File: src/fct_pkg.sv
`timescale 1ns / 1ps
// fct_pkg: shared types, widths and codes of the frame capability table
// no dependencies; used by fct_if, fct_datapath, fct_ctrl and frame_capability_table

package fct_pkg;

    localparam int TABLE_DEPTH = 64;

    localparam int OWNER_W     = 16;
    localparam int ADDR_W      = 52;
    localparam int FRAMES_W    = 40;
    localparam int PERM_W      = 8;
    localparam int FRAME_SHIFT = 12;
    localparam int END_W       = ADDR_W + 1;
    localparam int STATUS_W    = 2;

    // entry index and fill count widths
    localparam int IDX_W = (TABLE_DEPTH > 1) ? $clog2(TABLE_DEPTH) : 1;
    localparam int CNT_W = $clog2(TABLE_DEPTH + 1);

    localparam logic [STATUS_W-1:0] STATUS_OK     = 2'd0;
    localparam logic [STATUS_W-1:0] STATUS_FULL   = 2'd1;
    localparam logic [STATUS_W-1:0] STATUS_DENIED = 2'd2;

    localparam logic REQ_GRANT = 1'b0;
    localparam logic REQ_CHECK = 1'b1;

    typedef struct packed {
        logic [OWNER_W-1:0]  owner;
        logic [ADDR_W-1:0]   base;
        logic [FRAMES_W-1:0] frames;
        logic [PERM_W-1:0]   perms;
    } entry_t;

    localparam int ENTRY_W = $bits(entry_t);

    typedef enum logic [2:0] {
        ST_IDLE,
        ST_DISPATCH,
        ST_SCAN,
        ST_DRAIN,
        ST_RESP_OK,
        ST_RESP_FULL,
        ST_RESP_SCAN
    } state_t;

    // controller to datapath
    typedef struct packed {
        logic                load_req;
        logic                write_entry;
        logic                scan_issue;
        logic                load_rsp;
        logic [STATUS_W-1:0] rsp_status;
    } dp_cmd_t;

    // datapath to controller
    typedef struct packed {
        logic is_check;
        logic table_full;
        logic table_empty;
        logic scan_last;
        logic pipe_empty;
        logic hit;
        logic out_free;
    } dp_sts_t;

endpackage

File: src/fct_ctrl.sv
`timescale 1ns / 1ps
// fct_ctrl: request sequencer of the frame capability table
// depends on fct_pkg

module fct_ctrl (
    input  logic             clk,
    input  logic             rst_n,
    input  logic             req_valid,
    output logic             req_ready,
    input  fct_pkg::dp_sts_t sts,
    output fct_pkg::dp_cmd_t cmd
);

    fct_pkg::state_t state_reg;
    fct_pkg::state_t state_next;

    always_ff @(posedge clk or negedge rst_n)
    begin
        if (!rst_n)
        begin
            state_reg <= fct_pkg::ST_IDLE;
        end
        else
        begin
            state_reg <= state_next;
        end
    end

    // next state
    always_comb
    begin
        state_next = state_reg;
        unique case (state_reg)
            fct_pkg::ST_IDLE:
            begin
                if (req_valid)
                begin
                    state_next = fct_pkg::ST_DISPATCH;
                end
            end
            fct_pkg::ST_DISPATCH:
            begin
                if (sts.is_check)
                begin
                    state_next = sts.table_empty ? fct_pkg::ST_RESP_SCAN : fct_pkg::ST_SCAN;
                end
                else
                begin
                    state_next = sts.table_full ? fct_pkg::ST_RESP_FULL : fct_pkg::ST_RESP_OK;
                end
            end
            fct_pkg::ST_SCAN:
            begin
                if (sts.scan_last)
                begin
                    state_next = fct_pkg::ST_DRAIN;
                end
            end
            fct_pkg::ST_DRAIN:
            begin
                if (sts.pipe_empty)
                begin
                    state_next = fct_pkg::ST_RESP_SCAN;
                end
            end
            fct_pkg::ST_RESP_OK, fct_pkg::ST_RESP_FULL, fct_pkg::ST_RESP_SCAN:
            begin
                if (sts.out_free)
                begin
                    state_next = fct_pkg::ST_IDLE;
                end
            end
            default:
            begin
                state_next = fct_pkg::ST_IDLE;
            end
        endcase
    end

    // outputs
    always_comb
    begin
        req_ready       = 1'b0;
        cmd.load_req    = 1'b0;
        cmd.write_entry = 1'b0;
        cmd.scan_issue  = 1'b0;
        cmd.load_rsp    = 1'b0;
        cmd.rsp_status  = fct_pkg::STATUS_OK;
        unique case (state_reg)
            fct_pkg::ST_IDLE:
            begin
                req_ready    = 1'b1;
                cmd.load_req = req_valid;
            end
            fct_pkg::ST_DISPATCH:
            begin
                cmd.write_entry = !sts.is_check && !sts.table_full;
            end
            fct_pkg::ST_SCAN:
            begin
                cmd.scan_issue = 1'b1;
            end
            fct_pkg::ST_DRAIN:
            begin
            end
            fct_pkg::ST_RESP_OK:
            begin
                cmd.load_rsp   = sts.out_free;
                cmd.rsp_status = fct_pkg::STATUS_OK;
            end
            fct_pkg::ST_RESP_FULL:
            begin
                cmd.load_rsp   = sts.out_free;
                cmd.rsp_status = fct_pkg::STATUS_FULL;
            end
            fct_pkg::ST_RESP_SCAN:
            begin
                cmd.load_rsp   = sts.out_free;
                cmd.rsp_status = sts.hit ? fct_pkg::STATUS_OK : fct_pkg::STATUS_DENIED;
            end
            default:
            begin
            end
        endcase
    end

endmodule

File: config.mk
export PLATFORM = sky130hd
export DESIGN_NAME = fct_ctrl
export DESIGN_NICKNAME = d
export VERILOG_FILES = /design/src/fct_pkg.sv /design/src/fct_ctrl.sv
export SDC_FILE = /design/constraint.sdc
export NUM_CORES = 1
export LEC_CHECK = 0
export ABC_AREA = 1
export BUFFER_PORTS_ARGS = -buffer_cell sky130_fd_sc_hd__buf_2
export CAP_MARGIN = 20
export CELL_PAD_IN_SITES_DETAIL_PLACEMENT = 1
export CELL_PAD_IN_SITES_GLOBAL_PLACEMENT = 2
export CORE_MARGIN = 4
export CORE_UTILIZATION = 19
export DETAILED_ROUTE_END_ITERATION = 10
export PLACE_DENSITY_LB_ADDON = 0.1
export RECOVER_POWER = 50
export SLEW_MARGIN = 20
export SYNTH_ARGS = -nofsm -noshare
export SYNTH_HDL_FRONTEND = slang
export SYNTH_SLANG_ARGS = --single-unit
File: constraint.sdc
create_clock -name clk -period 1.7 [get_ports clk]
set_clock_uncertainty 0.2 [all_clocks]
set_input_delay 0.255 -clock clk [delete_from_list [all_inputs] [get_ports clk]]
set_output_delay 0.255 -clock clk [all_outputs]
set_load 0.1 [all_outputs]
==> metrics.md <==
| Metric | Value |
|---|---|
| Status | `finished with violations` |
| Failing checks | `setup timing` |
| Cell count after synthesis | `51` |
| Endpoint required time on the critical path | `1.24 ns` |
| Root buf cell | `clkbuf_4` |
| Synthesis Warnings | `0` |
| Max IR drop VDD | `approximately 760 µV` |
| Post-DP HPWL | `840.9 µm` |
| RSZ-0062 raised after global routing | `true` |
| Vias per cell | `4.448` |
| Register area share after synthesis | `0.2419` |
| Vias in the first global route | `455` |
| H-tree depth | `1` |
| Layout cells sized above 1 | `0.6125` |
| Yosys top cell area share | `0.2419` |
| Relative slew margins | `0.8286` |
| Area Growth Syn to Fin | `127.0%` |
| Clk_lat worst skew | `approximately 0.23 ns` |
| Critical R2R Launch | `state_reg[0]` |
| Worst Max-Slew Pin Slew | `0.2552 ns` |
| Count of non-filler cells in the finished layout | `96` |
| Drt pass-1 iters | `1` |
| Inst Count DP | `83` |
| Synth area leader | `dfrtp_1` |
| Min Hold Slack | `between 0.15 and 0.2 ns` |
| Min Tclk post-route | `1.735 ns` |
| Leak Pwr | `0.3522 nW` |
| Placed cell areas | `approximately 590 µm²` |
| Mapped Nets | `61` |
| Cell Chain, Critical Path | `buf_4 > nand2_2 > nor3_4 > buf_12` |
| Top Ports | `17` |
| Max Slew Vio Count | `0` |
| DRT iter0 DRCs | `0` |
| CP delay by family, top | `flip-flops` |
| TritonCTS Buffers | `3` |
| First-pass GRT wire length | `2097 µm` |
| Max Cap Viol | `0` |
| Final net count | `91` |
| Slowest cell on crit path | `dfrtp_2` |
| Initial Utilization | `0.2036` |
| Count of different cell masters after synthesis | `15` |
| Worst-path clk slew | `0.04 ns` |
| Period utilization | `1.021` |
| Post-Syn Area | `310.3 µm²` |
| Top cells by area, synth | `dfrtp_1, nand3_1, nand2_1` |
| Pin count of the biggest net entering global routing | `9` |
| Clk buf depth | `2` |
| Cell row count | `14` |
| Drt drc | `0` |
| Clock tree sinks | `3` |
| Post-route worst setup slack | `-0.03516 ns` |
| Initial antenna violation count | `0` |
| Most frequent cells in the layout | `nand3_1, buf_2, buf_4, nand2_1, buf_12` |
| Core box area | `approximately 1500 µm²` |
| Kind of start point of the critical path | `flop` |
| Crit-path max cell delay | `0.47 ns` |
| Die Wd | `48.41 µm` |
| Register bit count reported by yosys | `3` |
| Syn_area_per_cell | `6.084 µm²` |
| CTS tree | `built` |
| F_max | `0.5763 GHz` |
| Pwr dens | `2096 nW/µm²` |
| Gr ovfl total | `0` |
| Buffers on Ports | `16` |
| Largest fanout on the critical path | `6` |
| Setup_tns | `-0.06056 ns` |
| Routed wire length | `1130 µm` |
| CP Class | `flop to output port` |
| Vias | `427` |
| Die area | `2344 µm²` |
| Drt wl/cell | `11.77 µm` |
| Hold Path Class | `input port to asynchronous set/reset pin` |
| Bufs and invs on worst path | `2` |
| Worst Setup End Kind | `output port` |
| Design area | `between 700 and 800 µm²` |
| Max reg flops | `3` |
| RePlAce Congestion | `0.7405` |
| R2R depth | `7` |
| Final setup fails | `3` |
| Worst R2R End | `state_reg[0]` |
| R2R Setup Slk | `0.15 ns` |
| Total track usage | `0.1123` |
| Hold Vio Cnt, Final | `0` |
| Final ANT Viol Nets | `0` |
| Die Height | `48.41 µm` |
| Critical Path AT | `1.28 ns` |
| N_diodes | `0` |
## cells by family after synthesis
group                  share of synthesized area
AOI/OAI and AO/OA                        0.08060
buffers and inverters                     0.1452
and+or+nand+nor                           0.5322
DFF                                       0.2419
## final cells by class
| cell class | count | area (µm²) |
|---|---|---|
| Multi-Input combinational cell | 36 | 269.0 |
| Clock buffer | 4 | 26.28 |
| Fill cell | 186 | 819.5 |
| Inverter | 12 | 56.30 |
| Tap cell | 16 | 20.02 |
| Timing Repair Buffer | 25 | 254.0 |
| Sequential cell | 3 | 78.83 |
## metal layers
metal,up-vias,GRT usage,wire length [µm]
li1,222,-,-
met1,193,0.1318,469
met2,10,0.1935,603
met3,2,0.009202,40
met4,0,0.06912,17
met5,-,0,0
## cells in the mapped netlist, drive strengths merged
cell type	count
o21ai	1
nor3	4
nand2	11
dfrtp	3
nor2	6
o21bai	2
inv	12
a21oi	1
nor4	1
nand3	10
## report_power, final
group / leakage, nW / switching (mW) / internal (mW)
sequential: 0.0341 / 0.0770 / 0.111
combinational: 0.303 / 0.729 / 0.434
clock: 0.0150 / 0.0380 / 0.0880
total: 0.352 / 0.844 / 0.633
## timing repair
action                                  4_1_cts  5_1_grt
setup buffers                                 5        3
hold buffers                                  1        0
gates resized for setup                       4        3
pin swaps                                     5        3
endpoints found under the hold margin         3        0
endpoints found under the setup margin        6        7
## through the flow
stage,util,total power [mW],setup WS (ns)
2_1_floorplan,-,0.8733,-0.3313
3_3_place_gp,0.3851,1.183,0.1111
3_5_place_dp,0.3851,1.180,0.1151
4_1_cts,0.4417,1.421,-0.06044
5_1_grt,0.4622,1.574,-0.09948
6_report,0.4622,1.477,-0.03516
## how the worst max path moves through the flow
| stage | from | end | slack [ns] | depth (start not counted) |
|---|---|---|---|---|
| 2_1_floorplan | state_reg[2] | cmd[1] | -0.33 | 2 |
| 3_3_place_gp | state_reg[1] | cmd[4] | 0.11 | 4 |
| 3_5_place_dp | state_reg[1] | cmd[4] | 0.12 | 4 |
| 4_1_cts | state_reg[1] | cmd[4] | -0.06 | 4 |
| 5_1_grt | state_reg[2] | cmd[4] | -0.1 | 4 |
| 6_report | state_reg[0] | cmd[4] | -0.04 | 4 |
No activity file was read; power rests on OpenSTA's default activity.
